===== src/design/vat_pkg.sv =====
// Shared types, constants and lane control decode for the vertex transform core.
`timescale 1ns / 1ps
package vat_pkg;

  localparam int COORD_W    = 32;
  localparam int TRIG_W     = 16;
  localparam int FAC_A_W    = 32;
  localparam int FAC_B_W    = TRIG_W + 1;
  localparam int PROD_A_W   = COORD_W + FAC_A_W;
  localparam int PROD_B_W   = COORD_W + FAC_B_W;
  localparam int SUM_W      = PROD_A_W + 2;
  localparam int MODE_W     = 3;
  localparam int REG_IDX_W  = 3;
  localparam int CFG_W      = 32;
  localparam int NUM_LANES  = 3;
  localparam int LANE_IDX_W = 2;
  localparam int VTX_W      = NUM_LANES * COORD_W;

  typedef logic signed [COORD_W-1:0] coord_t;
  typedef logic [LANE_IDX_W-1:0]     lane_idx_t;
  typedef logic [MODE_W-1:0]         mode_t;

  localparam coord_t COORD_MAX = {1'b0, {(COORD_W-1){1'b1}}};
  localparam coord_t COORD_MIN = {1'b1, {(COORD_W-1){1'b0}}};

  // modes
  localparam mode_t MODE_SCALE  = 3'd0;
  localparam mode_t MODE_MOVE_X = 3'd1;
  localparam mode_t MODE_MOVE_Y = 3'd2;
  localparam mode_t MODE_MOVE_Z = 3'd3;
  localparam mode_t MODE_ROT_X  = 3'd4;
  localparam mode_t MODE_ROT_Y  = 3'd5;
  localparam mode_t MODE_ROT_Z  = 3'd6;

  // register indexes
  localparam logic [REG_IDX_W-1:0] REG_MODE  = 3'd0;
  localparam logic [REG_IDX_W-1:0] REG_SCALE = 3'd1;
  localparam logic [REG_IDX_W-1:0] REG_MOVE  = 3'd2;
  localparam logic [REG_IDX_W-1:0] REG_SIN   = 3'd3;
  localparam logic [REG_IDX_W-1:0] REG_COS   = 3'd4;

  localparam lane_idx_t LANE_X = 2'd0;
  localparam lane_idx_t LANE_Y = 2'd1;
  localparam lane_idx_t LANE_Z = 2'd2;

  // multiplier A factor
  localparam logic [1:0] FA_ONE   = 2'd0;
  localparam logic [1:0] FA_SCALE = 2'd1;
  localparam logic [1:0] FA_COS   = 2'd2;
  // multiplier B factor
  localparam logic [1:0] FB_ZERO  = 2'd0;
  localparam logic [1:0] FB_SIN   = 2'd1;
  localparam logic [1:0] FB_NSIN  = 2'd2;
  // rounding shift
  localparam logic [1:0] SH_NONE  = 2'd0;
  localparam logic [1:0] SH_COORD = 2'd1;
  localparam logic [1:0] SH_TRIG  = 2'd2;

  typedef struct packed {
    logic [1:0] fa;
    logic [1:0] fb;
    lane_idx_t  b_src;
    logic       add_off;
    logic [1:0] sh;
  } lane_ctrl_t;

  // Lane result = round((own * A + other * B + offset) >> shift)
  function automatic lane_ctrl_t lane_ctrl(input mode_t mode, input lane_idx_t lane);
    lane_ctrl_t c;
    c.fa      = FA_ONE;
    c.fb      = FB_ZERO;
    c.b_src   = lane;
    c.add_off = 1'b0;
    c.sh      = SH_NONE;
    case (mode)
      MODE_SCALE: begin
        c.fa = FA_SCALE;
        c.sh = SH_COORD;
      end
      MODE_MOVE_X: c.add_off = (lane == LANE_X);
      MODE_MOVE_Y: c.add_off = (lane == LANE_Y);
      MODE_MOVE_Z: c.add_off = (lane == LANE_Z);
      MODE_ROT_X: begin
        if (lane == LANE_Y) begin
          c.fa = FA_COS; c.fb = FB_NSIN; c.b_src = LANE_Z; c.sh = SH_TRIG;
        end else if (lane == LANE_Z) begin
          c.fa = FA_COS; c.fb = FB_SIN; c.b_src = LANE_Y; c.sh = SH_TRIG;
        end
      end
      MODE_ROT_Y: begin
        if (lane == LANE_X) begin
          c.fa = FA_COS; c.fb = FB_SIN; c.b_src = LANE_Z; c.sh = SH_TRIG;
        end else if (lane == LANE_Z) begin
          c.fa = FA_COS; c.fb = FB_NSIN; c.b_src = LANE_X; c.sh = SH_TRIG;
        end
      end
      MODE_ROT_Z: begin
        if (lane == LANE_X) begin
          c.fa = FA_COS; c.fb = FB_NSIN; c.b_src = LANE_Y; c.sh = SH_TRIG;
        end else if (lane == LANE_Y) begin
          c.fa = FA_COS; c.fb = FB_SIN; c.b_src = LANE_X; c.sh = SH_TRIG;
        end
      end
      default: ;
    endcase
    return c;
  endfunction

endpackage


===== src/design/vat_lane.sv =====
// One coordinate lane: two multipliers, registered, then sum, round and clamp.
`timescale 1ns / 1ps
module vat_lane #(
  parameter int COORD_FRAC_BITS = 16,
  parameter int TRIG_FRAC_BITS  = 14
) (
  input  logic                                      clk,
  input  logic                                      load,
  input  vat_pkg::lane_ctrl_t                       ctrl,
  input  vat_pkg::coord_t                           coord_a,
  input  vat_pkg::coord_t                           coord_b,
  input  logic signed [vat_pkg::FAC_A_W-1:0]        scale_factor,
  input  vat_pkg::coord_t                           move_offset,
  input  logic signed [vat_pkg::TRIG_W-1:0]         sine,
  input  logic signed [vat_pkg::TRIG_W-1:0]         cosine,
  output vat_pkg::coord_t                           res,
  output logic                                      sat
);
  import vat_pkg::*;

  localparam logic signed [SUM_W-1:0] HALF_COORD = SUM_W'(1) << (COORD_FRAC_BITS - 1);
  localparam logic signed [SUM_W-1:0] HALF_TRIG  = SUM_W'(1) << (TRIG_FRAC_BITS - 1);

  logic signed [FAC_A_W-1:0]  fac_a;
  logic signed [FAC_B_W-1:0]  fac_b;
  logic signed [FAC_B_W-1:0]  sine_x;
  logic signed [PROD_A_W-1:0] prod_a_nxt, prod_a_r;
  logic signed [PROD_B_W-1:0] prod_b_nxt, prod_b_r;
  coord_t                     off_nxt, off_r;
  logic [1:0]                 sh_r;
  logic signed [SUM_W-1:0]    half;
  logic signed [SUM_W-1:0]    sum;
  logic signed [SUM_W-1:0]    shifted;
  logic                       fits;

  assign sine_x = {sine[TRIG_W-1], sine};

  always_comb begin
    case (ctrl.fa)
      FA_SCALE: fac_a = scale_factor;
      FA_COS:   fac_a = {{(FAC_A_W-TRIG_W){cosine[TRIG_W-1]}}, cosine};
      default:  fac_a = FAC_A_W'(1);
    endcase
    case (ctrl.fb)
      FB_SIN:  fac_b = sine_x;
      FB_NSIN: fac_b = -sine_x;
      default: fac_b = '0;
    endcase
  end

  assign prod_a_nxt = coord_a * fac_a;
  assign prod_b_nxt = coord_b * fac_b;
  assign off_nxt    = ctrl.add_off ? move_offset : '0;

  always_ff @(posedge clk) begin
    if (load) begin
      prod_a_r <= prod_a_nxt;
      prod_b_r <= prod_b_nxt;
      off_r    <= off_nxt;
      sh_r     <= ctrl.sh;
    end
  end

  always_comb begin
    case (sh_r)
      SH_COORD: half = HALF_COORD;
      SH_TRIG:  half = HALF_TRIG;
      default:  half = '0;
    endcase
    sum = SUM_W'(prod_a_r) + SUM_W'(prod_b_r) + SUM_W'(off_r) + half;
    case (sh_r)
      SH_COORD: shifted = sum >>> COORD_FRAC_BITS;
      SH_TRIG:  shifted = sum >>> TRIG_FRAC_BITS;
      default:  shifted = sum;
    endcase
    fits = (&shifted[SUM_W-1:COORD_W-1]) || !(|shifted[SUM_W-1:COORD_W-1]);
    if (fits) begin
      res = shifted[COORD_W-1:0];
    end else if (shifted[SUM_W-1]) begin
      res = COORD_MIN;
    end else begin
      res = COORD_MAX;
    end
    sat = !fits;
  end

endmodule


===== config.mk =====
export PLATFORM = sky130hd
export DESIGN_NAME = vat_lane
export DESIGN_NICKNAME = d
export VERILOG_FILES = /design/src/design/vat_pkg.sv /design/src/design/vat_lane.sv
export SDC_FILE = /design/constraint.sdc
export NUM_CORES = 2
export LEC_CHECK = 0
export ABC_AREA = 1
export ABC_CLOCK_PERIOD_IN_PS = 16450
export BUFFER_PORTS_ARGS = -buffer_cell sky130_fd_sc_hd__buf_2
export CAP_MARGIN = 20
export CORE_ASPECT_RATIO = 1.5
export CORE_MARGIN = 1.5
export CORE_UTILIZATION = 41
export CTS_BUF_LIST = sky130_fd_sc_hd__clkbuf_4 sky130_fd_sc_hd__clkbuf_8 sky130_fd_sc_hd__clkbuf_16
export DETAILED_ROUTE_END_ITERATION = 6
export PLACE_DENSITY = 0.59
export SYNTH_ARGS = -nofsm -noshare
export SYNTH_HDL_FRONTEND = slang
export SYNTH_SLANG_ARGS = --single-unit

===== constraint.sdc =====
create_clock -name clk -period 16.45 [get_ports clk]
set_input_delay 3.29 -clock clk [delete_from_list [all_inputs] [get_ports clk]]
set_output_delay 3.29 -clock clk [all_outputs]
set_load 0.02 [all_outputs]

==> metrics.md <==
| Metric | Value |
|---|---|
| Mapped Cells | approximately 8,600 |
| WP data arrival | about 13 ns |
| Sequential cell area fraction in the yosys report | 0.0638 |
| Max-cap violation count | 0 |
| Vias per cell | around 5.2 |
| Crit Path Class | in -> reg |
| Worst EP required | 16.64 ns |
| Final Hold Fails | 0 |
| DRC viols | 1 |
| Async set-reset flop share out of synthesis | 0 |
| Yosys warns | 0 |
| Fin crit period | 13.15 ns |
| Worst path most repeated cell | fa_1 |
| Most common cell after layout, fill and taps aside | inv_1 |
| Cell Area, Synth | a little under 0.07 mm2 |
| Fraction of layout instances using a drive strength above 1 | 0.0405 |
| Final slew viol count | 0 |
| Largest stage delay on the critical path | slightly below 1 ns |
| Routing layer with the top usage in global route | met2 |
| # hold bufs at CTS | 0 |
| Cts bufs inserted | 17 |
| Total congestion overflow | 0 |
| Met3 usage | 0.0314 |
| Setup TNS | 0 ns |
| Outcome | finished with violations |
| # IOs | 204 |
| Worst path bufs/invs | 9 |
| Setup slack after layout | between 3 and 4 ns |
| Crit start category | input pin |
| CTS tree | done |
| Max Freq | around 76 MHz |
| Tot GR Track Use | 0.277 |
| Initial DRC count | between 3,000 and 4,000 |
| CTS H-Tree Depth | 4 |
| First-pass GRT wire length | between 300,000 and 400,000 um |
| Clk root buf | clkbuf_16 |
| Clock Tree Buf Depth | 2 |
| Min-delay worst type | in -> reg |
| Vias in the first global route | 60,929 |
| Worst Setup SP | ctrl[8] |
| Core ar. | 0.168 mm2 |
| Syn Nets | approximately 11,000 |
| EDFF count, synth | around 150 |
| Setup violators final | 0 |
| RSZ-0062 raised after global routing | false |
| Horiz. Die Dim | 339 um |
| Final ANT Viol Nets | 0 |
| Worst Setup End Kind | register |
| Initial antenna violation count | 11 |
| Commonest non-fill, non-tap cells in the layout | inv_1 (2,183), nand2_1 (1,956), fa_1 (1,670) |
| Layout Nets | ~11,000 |
| Clk slew on worst S/H paths | roughly 0.080 ns |
| Routed WL | ~230,000 um |
| Post-DP HPWL | just under 200,000 um |
| Rel. slew slack | 0.249 |
| Synthesized area per cell | ~8.1 um2 |
| CP delay by family, top | adder cells |
| Ys flop type | edfxtp_1 |
| GR met1 Demand/Resource | 0.322 |
| Tcrit/Tclk final | 0.799 |
| Die area | between 0.15 and 0.2 mm2 |
| P&R area growth vs syn | 5.49% |
| Largest net degree at the start of global routing | 93 |
| Drt wl/cell | between 20 and 25 um |
| Crit-path slowest cell | clkinv_1 |
| Number of synthesized register bits | about 150 |
| Postcts setup bufs | 0 |
| Unique cell type count in the Yosys netlist | 57 |
| GR Util met2 | 0.493 |
| Hold path start | ctrl[0] |
| Starting Density | 0.413 |
| Site Rows | about 180 |
| Max FO, Critical Path | 32 |
| Port Buf Inserts | approximately 200 |
| First-pass iteration count of the detailed router | 7 |
| Die H | 506 um |
| Num Clock Sinks | ~150 |
| Violated checks | design-rule violations |
| Worst-margin pin slew | 1.12 ns |
| Placer Congestion | between 0.9 and 1 |
| Worst slack at placement | 2.99 ns |
| CTS resizes | 0 |
| Via count | 55,897 |
[per-stage QoR]
step                      instance area [um2]  instances  hold slack, ns  utilization
after floorplan                         69200       8574            3.39            -
after global placement                  72400      10781            3.47        0.432
after detailed placement                72400      10781            3.47        0.432
after CTS                               73000      10813            2.99        0.436
after global routing                    73000      10818            3.00        0.436
final                                   73000      10821            3.02        0.436
[Yosys cell counts (26+ instances only)]
master / number / area (um2)
ha_1: 431 / 5390
nor2_1: 984 / 3690
o21ai_0: 111 / 556
a21oi_1: 210 / 1050
inv_1: 2183 / 8190
clkinv_1: 26 / 97.6
fa_1: 1670 / 33400
nand2_1: 1956 / 7340
nand3_1: 141 / 706
xnor2_1: 71 / 622
a31oi_1: 30 / 188
clkbuf_1: 263 / 987
xor2_1: 89 / 780
edfxtp_1: 147 / 4410
[cell families (layout without fill, tap and decap cells)]
| family | after synthesis | in the layout | share of synthesized area |
|---|---|---|---|
| simple gates | 3182 | 3182 | 0.179 |
| compound gates | 470 | 470 | 0.0391 |
| buf+inv | 2514 | 2522 | 0.137 |
| xor+xnor | 160 | 160 | 0.0202 |
| other cells | 0 | 7 | 0 |
| flops | 147 | 147 | 0.0638 |
| fa+ha+maj | 2101 | 2101 | 0.561 |
[worst paths after layout]
kind	cells after the start	slack, ns	endpoint
min	1	3.02	sh_r[0]$_DFFE_PP_
max	29	3.30	prod_a_r[59]$_DFFE_PP_
[area by class of cell]
class / instances / area, um2
Clock inverter: 11 / 153
Multi-Input combinational cell: 5913 / 55300
Tap cell: 2232 / 2790
Antenna cell: 7 / 17.5
Timing Repair Buffer: 267 / 1530
Inverter: 2223 / 8340
Fill cell: 17137 / 94600
Clock buffer: 21 / 455
Sequential cell: 147 / 4410
[registers in the layout, indices dropped and copies added, names as in the netlist]
| name | cells |
|---|---|
| off_r | 32 |
| prod_b_r | 49 |
| prod_a_r | 64 |
| sh_r | 2 |
[routing by layer]
metal	vias to the layer above	wire length, um
met3	675	13100
met1	28424	85700
li1	24747	-
met4	10	17100
met2	2041	117000
met5	-	62
Power is not shown: default switching activity piles up to over one toggle a cycle in this logic, so the estimate is an artifact.
