==> config.mk <==
export PLATFORM = sky130hd
export DESIGN_NAME = vat_merge
export DESIGN_NICKNAME = d
export VERILOG_FILES = /design/src/design/vat_pkg.sv /design/src/design/vat_merge.sv
export SDC_FILE = /design/constraint.sdc
export NUM_CORES = 1
export LEC_CHECK = 0
export BUFFER_PORTS_ARGS = -buffer_cell sky130_fd_sc_hd__buf_2
export CAP_MARGIN = 20
export CORE_UTILIZATION = 44
export DETAILED_ROUTE_END_ITERATION = 10
export PLACE_DENSITY = 0.82
export SLEW_MARGIN = 20
export SYNTH_ARGS = -nofsm -noshare
export SYNTH_HDL_FRONTEND = slang
export SYNTH_SLANG_ARGS = --single-unit
==> constraint.sdc <==
create_clock -name clk -period 5.9 [get_ports clk]
set_clock_uncertainty 0.2 [all_clocks]
set_input_delay 0.59 -clock clk [delete_from_list [all_inputs] [get_ports clk]]
set_output_delay 0.59 -clock clk [all_outputs]
set_load 0.005 [all_outputs]
==> src/design/vat_pkg.sv <==
// Shared types, constants and lane control decode for the vertex transform core.
`timescale 1ns / 1ps
package vat_pkg;

  localparam int COORD_W    = 32;
  localparam int TRIG_W     = 16;
  localparam int FAC_A_W    = 32;
  localparam int FAC_B_W    = TRIG_W + 1;
  localparam int PROD_A_W   = COORD_W + FAC_A_W;
  localparam int PROD_B_W   = COORD_W + FAC_B_W;
  localparam int SUM_W      = PROD_A_W + 2;
  localparam int MODE_W     = 3;
  localparam int REG_IDX_W  = 3;
  localparam int CFG_W      = 32;
  localparam int NUM_LANES  = 3;
  localparam int LANE_IDX_W = 2;
  localparam int VTX_W      = NUM_LANES * COORD_W;

  typedef logic signed [COORD_W-1:0] coord_t;
  typedef logic [LANE_IDX_W-1:0]     lane_idx_t;
  typedef logic [MODE_W-1:0]         mode_t;

  localparam coord_t COORD_MAX = {1'b0, {(COORD_W-1){1'b1}}};
  localparam coord_t COORD_MIN = {1'b1, {(COORD_W-1){1'b0}}};

  // modes
  localparam mode_t MODE_SCALE  = 3'd0;
  localparam mode_t MODE_MOVE_X = 3'd1;
  localparam mode_t MODE_MOVE_Y = 3'd2;
  localparam mode_t MODE_MOVE_Z = 3'd3;
  localparam mode_t MODE_ROT_X  = 3'd4;
  localparam mode_t MODE_ROT_Y  = 3'd5;
  localparam mode_t MODE_ROT_Z  = 3'd6;

  // register indexes
  localparam logic [REG_IDX_W-1:0] REG_MODE  = 3'd0;
  localparam logic [REG_IDX_W-1:0] REG_SCALE = 3'd1;
  localparam logic [REG_IDX_W-1:0] REG_MOVE  = 3'd2;
  localparam logic [REG_IDX_W-1:0] REG_SIN   = 3'd3;
  localparam logic [REG_IDX_W-1:0] REG_COS   = 3'd4;

  localparam lane_idx_t LANE_X = 2'd0;
  localparam lane_idx_t LANE_Y = 2'd1;
  localparam lane_idx_t LANE_Z = 2'd2;

  // multiplier A factor
  localparam logic [1:0] FA_ONE   = 2'd0;
  localparam logic [1:0] FA_SCALE = 2'd1;
  localparam logic [1:0] FA_COS   = 2'd2;
  // multiplier B factor
  localparam logic [1:0] FB_ZERO  = 2'd0;
  localparam logic [1:0] FB_SIN   = 2'd1;
  localparam logic [1:0] FB_NSIN  = 2'd2;
  // rounding shift
  localparam logic [1:0] SH_NONE  = 2'd0;
  localparam logic [1:0] SH_COORD = 2'd1;
  localparam logic [1:0] SH_TRIG  = 2'd2;

  typedef struct packed {
    logic [1:0] fa;
    logic [1:0] fb;
    lane_idx_t  b_src;
    logic       add_off;
    logic [1:0] sh;
  } lane_ctrl_t;

  // Lane result = round((own * A + other * B + offset) >> shift)
  function automatic lane_ctrl_t lane_ctrl(input mode_t mode, input lane_idx_t lane);
    lane_ctrl_t c;
    c.fa      = FA_ONE;
    c.fb      = FB_ZERO;
    c.b_src   = lane;
    c.add_off = 1'b0;
    c.sh      = SH_NONE;
    case (mode)
      MODE_SCALE: begin
        c.fa = FA_SCALE;
        c.sh = SH_COORD;
      end
      MODE_MOVE_X: c.add_off = (lane == LANE_X);
      MODE_MOVE_Y: c.add_off = (lane == LANE_Y);
      MODE_MOVE_Z: c.add_off = (lane == LANE_Z);
      MODE_ROT_X: begin
        if (lane == LANE_Y) begin
          c.fa = FA_COS; c.fb = FB_NSIN; c.b_src = LANE_Z; c.sh = SH_TRIG;
        end else if (lane == LANE_Z) begin
          c.fa = FA_COS; c.fb = FB_SIN; c.b_src = LANE_Y; c.sh = SH_TRIG;
        end
      end
      MODE_ROT_Y: begin
        if (lane == LANE_X) begin
          c.fa = FA_COS; c.fb = FB_SIN; c.b_src = LANE_Z; c.sh = SH_TRIG;
        end else if (lane == LANE_Z) begin
          c.fa = FA_COS; c.fb = FB_NSIN; c.b_src = LANE_X; c.sh = SH_TRIG;
        end
      end
      MODE_ROT_Z: begin
        if (lane == LANE_X) begin
          c.fa = FA_COS; c.fb = FB_NSIN; c.b_src = LANE_Y; c.sh = SH_TRIG;
        end else if (lane == LANE_Y) begin
          c.fa = FA_COS; c.fb = FB_SIN; c.b_src = LANE_X; c.sh = SH_TRIG;
        end
      end
      default: ;
    endcase
    return c;
  endfunction

endpackage

==> src/design/vat_merge.sv <==
// Output stage: merges lane results into one vertex transfer and holds it until taken.
`timescale 1ns / 1ps
module vat_merge (
  input  logic                         clk,
  input  logic                         rst_n,
  input  logic                         in_valid,
  input  logic                         in_last,
  input  vat_pkg::coord_t              lane_res [vat_pkg::NUM_LANES],
  input  logic [vat_pkg::NUM_LANES-1:0] lane_sat,
  output logic                         advance,
  output logic                         out_tvalid,
  input  logic                         out_tready,
  output logic [vat_pkg::VTX_W-1:0]    out_tdata,
  output logic                         out_tlast,
  output logic                         out_tuser
);
  import vat_pkg::*;

  logic             valid_r;
  logic [VTX_W-1:0] data_r;
  logic             last_r;
  logic             sat_r;

  assign advance = !valid_r || out_tready;

  always_ff @(posedge clk) begin
    if (!rst_n) begin
      valid_r <= 1'b0;
    end else if (advance) begin
      valid_r <= in_valid;
    end
  end

  always_ff @(posedge clk) begin
    if (advance && in_valid) begin
      data_r <= {lane_res[2], lane_res[1], lane_res[0]};
      last_r <= in_last;
      sat_r  <= |lane_sat;
    end
  end

  assign out_tvalid = valid_r;
  assign out_tdata  = data_r;
  assign out_tlast  = last_r;
  assign out_tuser  = sat_r;

endmodule

==> summary.txt, run 1 <==
Timing
  – Setup TNS: 0 ns
  – RSZ-0062 raised after global routing: no
  – Relative slew margins: 0.678
  – Fin. Hold Viols: 0
  – PnR worst setup slack: about 4.1 ns
  – F_max: 557 MHz
  – Final Max Tran Viols: 0
  – Final Setup Violations: 0
  – Least-Margin Pin Slew: between 0.4 and 0.5 ns
  – Min cycle time layout: 1.80 ns
  – Fin crit share: 0.304

Worst hold path
  – Hold Path End: out_tdata[8]
  – Hold Crit Class: in -> reg
  – HP Start: lane_res[72]
  – Hold Crit Depth: 1

Worst setup path
  – Worst r2r path cells: 3
  – Critical path startpoint category: input port
  – Reg2reg start: out_tvalid
  – Reg2reg end: out_tdata[53]
  – Crit Path Max Fanout: 62
  – Slowest CP cell: and2_4
  – Setup crit end kind: flop
  – Critical Path RT: 5.73 ns
  – Largest stage delay on the critical path: around 0.46 ns
  – CP arrival: 1.62 ns
  – Cell Chain, Critical Path: buf_2, nand2b_4, and2_4, buf_16
  – Reg-to-reg slack, setup: 4.11 ns
  – Crit path kind: in -> reg

Detailed routing
  – Via Count: 1828
  – Avg WL per Cell: 16.6 um
  – Detailed-route DRC error count: 7
  – Antenna Violating Nets Remaining: 0
  – First-pass detailed-route iteration total: 7
  – Post-Route WL: 6650 um
  – 1st-iter DRT viols: 85
  – Via-per-instance ratio: 4.56

CTS
  – Clock tree buffer depth: 2
  – Sink Count: 99
  – PostCTS Resize Cnt: 0
  – H-tree Lvls: 3
  – # hold bufs at CTS: 0
  – Clock root buffer: clkbuf_8
  – Total CTS buffers: 9
  – CTS clk-pin slew, worst paths: 0.10 ns
  – Clk_lat worst skew: 0.35 ns
  – Post-CTS Setup Inserts: 0
  – CTS tree: yes

Placed design
  – IO Port Bufs: 203
  – Inst Count DP: 384
  – Global placer's final weighted congestion: 0.757
  – Setup WS pre-CTS: 3.53 ns

Pwr
  – Cell internal pwr: 1120 uW
  – Logic gate share of total power: 0.071
  – Static leakage: between 0.0015 and 0.002 uW
  – Power density over cell area: 323 nW/um^2
  – Maximum vdd drop: 195 uV
  – Switch Pwr: 292 uW
  – Switching Fraction: 0.207
  – Overall Power: 1410 uW
  – Part of the power in registers: 0.589
  – Clock share of power: 0.340

Floorplanning
  – Die X-Extent: about 85 um
  – Core area: 6460 um^2
  – Initial core utilization: 0.465
  – Die H: 84.6 um
  – Die area: 7150 um^2
  – # rows: 29
  – Ports: 204

Cells and area
  – Most frequent cells in the layout: 203 x buf_2, 98 x edfxtp_1, 9 x clkbuf_8
  – Non-Filler Instances: 401
  – Layout cells sized above 1: 0.682
  – Layout Area Growth over Synthesis: 45.5%
  – Diodes inserted: 0
  – Layout Nets: 423
  – Fin util: 0.676
  – Commonest non-fill, non-tap cell in the layout: buf_2

Synth
  – Post-Syn Instances: 104
  – Syn_area_per_cell: 28.8 um^2
  – Seq cells post-synth: 99
  – Mapped cell area: 3000 um^2
  – Register area share after synthesis: 0.987
  – Post-synthesis net count: 208
  – Synth unique cells: 7
  – Yosys warning total: 0

GRT
  – Vias in the first global route: between 1500 and 2000
  – Met2 Use GR: 0.339
  – Total GRT Usage: 0.186
  – Initial antenna violation count: 0
  – Met1 usage: 0.178
  – First-pass GRT wire length: 9440 um
  – Largest net degree at the start of global routing: 99
  – Met3 Use GR: 0.0669
  – Gr busiest metal: met2
  – Total gr overflow: 0

Flow run
  – Maxcap violations: 0

Outcome
  – Outcome: complete, but fails checks
  – Failing checks: design-rule violations
-- critical path, delay by kind of cell --
kind	cells	cell delay, ns
AND/OR/NAND/NOR	2	0.57
buffers and inverters	2	0.41
-- sequential cells by signal, indices dropped and copies added (netlist names) --
register    count
out_tuser       1
out_tdata      96
out_tlast       1
out_tvalid      1
-- per-layer routing --
layer	vias to the layer above	routed length [um]
li1	847	-
met1	856	2200
met2	107	3690
met3	18	547
met4	0	206
met5	-	0
-- metrics by stage --
step,instance area (um^2),hold slack (ns)
final,4370,0.205
after CTS,4340,0.187
after global placement,4120,0.300
after detailed placement,4120,0.330
after global routing,4370,0.180
after floorplan,3000,0.318
-- worst max path at each step --
stage	from	end	slack (ns)	cells after the start
6_report	out_tready	out_tdata[53]	4.10	4
2_1_floorplan	out_tready	out_tdata[0]	2.26	2
5_1_grt	out_tvalid	out_tdata[17]	4.05	3
4_1_cts	out_tvalid	out_tdata[0]	3.89	2
3_5_place_dp	out_tready	out_tdata[54]	3.53	3
3_3_place_gp	out_tready	out_tdata[52]	3.58	3
-- power groups by stage --
stage	logic, uW	clock network (uW)	registers [uW]
4_1_cts	98.5	487	832
6_report	100	478	831
2_1_floorplan	13.3	0	857
3_3_place_gp	94.3	0	845
3_5_place_dp	98.3	0	848
5_1_grt	108	515	835
-- cell families after synthesis --
logic type      Yosys count  synth area share
flops                    99             0.987
compound gates            1           0.00250
simple gates              3           0.00876
buf+inv                   1           0.00125
-- synthesized netlist by cell type --
master,count,share of area
inv_1,1,0.0012
and2_1,1,0.0021
or3_1,1,0.0021
nand2b_4,1,0.0046
dfxtp_1,1,0.0067
edfxtp_1,98,0.98
a21boi_0,1,0.0025
-- layout make-up --
class | instances | area, um^2
clock buffer | 10 | 128
clock inverter | 6 | 96.3
fill | 456 | 2090
inverter | 1 | 3.75
multi-input combinational | 4 | 36.3
sequential | 99 | 2960
tap | 77 | 96.3
timing repair buffer | 204 | 1040
(Power assumes the default switching activity.)
==> run 2: changes to the inputs <==
- CORE_UTILIZATION: 44 -> 37
- PLACE_DENSITY: 0.82 -> 0.73
- clock period: 5.9 -> 1.6 ns (I/O delays scaled with it)
==> run 2 against run 1 <==
The flow now stops in clock tree synthesis (4_1_cts); synthesized cell count is the same; synthesized area unchanged.
==> summary.txt, run 2 <==
Synth
  – Yosys warning total: 0 (unchanged)
  – Syn_area_per_cell: 28.8 um^2 (unchanged)
  – Count leader, synth: edfxtp_1
  – Seq cells post-synth: 99 (unchanged)
  – EDFF count, synth: 98 (unchanged)
  – Synth top area share: 0.981 (unchanged)
  – Synth area leader: edfxtp_1
  – Synth area leaders: edfxtp_1 98%, dfxtp_1 0.67%, nand2b_4 0.46%
  – Asr flop ratio synth: 0 (unchanged)
  – Register area share after synthesis: 0.987 (unchanged)
  – Post-Syn Instances: 104 (unchanged)
  – Prevailing post-synth register cell: edfxtp_1
  – Mapped cell area: 3000 um^2 (unchanged)
  – Synth unique cells: 7 (unchanged)
  – Post-synthesis net count: 208 (unchanged)

Outcome
  – Halt Reason: [ERROR RSZ-0060] Max buffer count reached.
  – Outcome: did not finish
  – Stopping stage: clock tree synthesis (4_1_cts)

Floorplanning
  – Initial core utilization: 0.386 (-0.0783)
  – Die X-Extent: 92.1 um (+8.8%)
  – Die H: 92.1 um (+8.8%)
  – Ports: 204 (unchanged)
  – # rows: 32 (+10%)

CTS
  – # hold bufs at CTS: 101 (+101)
  – H-tree Lvls: 3 (unchanged)
  – Sink Count: 99 (unchanged)
  – PostCTS Resize Cnt: 0 (unchanged)
  – Clock tree buffer depth: 2 (unchanged)
  – Clock root buffer: clkbuf_8
  – Total CTS buffers: 9 (unchanged)
  – Post-CTS Setup Inserts: 0 (unchanged)

Placed design
  – Placement Cell Area: 4200 um^2 (+1.9%)
  – IO Port Bufs: 203 (unchanged)
  – Global placer's final weighted congestion: 0.683 (-9.8%)
-- run 2: cells by family after synthesis --
kind of cell | after synthesis | synth area share
AOI/OAI and AO/OA | 1 | 0.00250
buffers and inverters | 1 | 0.00125
and+or+nand+nor | 3 | 0.00876
DFF | 99 | 0.987
-- run 2: metrics by stage --
step | instances | setup TNS (ns) | utilization | hold WS [ns] | setup slack (ns)
3_3_place_gp | 412 | 0 | 0.540 | 0.136 | 0.268
2_1_floorplan | 104 | -14.08 | - | 0.0589 | -0.144
3_5_place_dp | 412 | 0 | 0.540 | 0.138 | 0.250
==> run 3: changes to the inputs <==
- CORE_UTILIZATION: 37 -> 40
- PLACE_DENSITY: 0.73 -> unset
- PLACE_DENSITY_LB_ADDON: unset -> 0.15
- clock period: 1.6 -> 2.1 ns (I/O delays scaled with it)
==> run 3 against run 2 <==
The run again fails in clock tree synthesis (4_1_cts); synthesized area unchanged; synthesized cell count unchanged.
==> summary.txt, run 3 <==
Placed design
  – Global placer's final weighted congestion: 0.695 (+1.8%)
  – IO Port Bufs: 203 (unchanged)
  – Setup WS pre-CTS: 0.715 ns (+0.465 ns)
  – Hpwl dp: between 4000 and 5000 um

Outcome
  – Halt Reason: [ERROR RSZ-0060] Max buffer count reached.
  – Outcome: did not finish
  – Stopping stage: clock tree synthesis (4_1_cts)

Synth
  – Synth Area in Simple Gates: 0.00876 (unchanged)
  – Synth area leader: edfxtp_1
  – XOR/XNOR Fraction of Synth Area: 0 (unchanged)
  – Mapped cell area: 3000 um^2 (unchanged)
  – Syn_area_per_cell: 28.8 um^2 (unchanged)
  – Count leader, synth: edfxtp_1
  – Synth unique cells: 7 (unchanged)
  – Register area share after synthesis: 0.987 (unchanged)
  – Seq cells post-synth: 99 (unchanged)
  – Prevailing post-synth register cell: edfxtp_1
  – Post-synthesis net count: 208 (unchanged)
  – Synth area leaders: edfxtp_1 98%, dfxtp_1 0.67%, nand2b_4 0.46%
  – EDFF count, synth: 98 (unchanged)
  – Multiplexer area fraction after synthesis: 0 (unchanged)
  – Asr flop ratio synth: 0 (unchanged)
  – Compound-gate portion of the synthesized area: 0.00250 (unchanged)
  – Adder-Cell Fraction of Synth Area: 0 (unchanged)
  – Synth top area share: 0.981 (unchanged)
  – Largest family of logic cells by synthesized area: simple AND/OR/NAND/NOR gates
  – Yosys warning total: 0 (unchanged)
  – Post-Syn Instances: 104 (unchanged)

CTS
  – Sink Count: 99 (unchanged)
  – # hold bufs at CTS: 101 (unchanged)
  – H-tree Lvls: 3 (unchanged)
  – Clock tree buffer depth: 2 (unchanged)
  – PostCTS Resize Cnt: 0 (unchanged)
  – Post-CTS Setup Inserts: 0 (unchanged)
  – Clock root buffer: clkbuf_8
  – Total CTS buffers: 9 (unchanged)

Floorplanning
  – Die H: 88.6 um (-3.7%)
  – Die X-Extent: 88.6 um (-3.7%)
  – Ports: 204 (unchanged)
  – Initial core utilization: 0.414 (+0.0274)
  – # rows: 31 (-3.1%)
run 3: cell counts after synthesis:
Identical to the previous run, type by type.
run 3: logic make-up after synthesis:
kind of cell | Yosys count
AO/OA/AOI/OAI | 1
buffers and inverters | 1
flip-flops | 99
AND/OR/NAND/NOR | 3
run 3: through the flow:
| step | instance area, um^2 | hold WS (ns) | std cells | utilization |
|---|---|---|---|---|
| floorplan | 3000 | 0.109 | 104 | - |
| detailed placement | 4180 | 0.188 | 408 | 0.577 |
| global placement | 4180 | 0.187 | 408 | 0.577 |
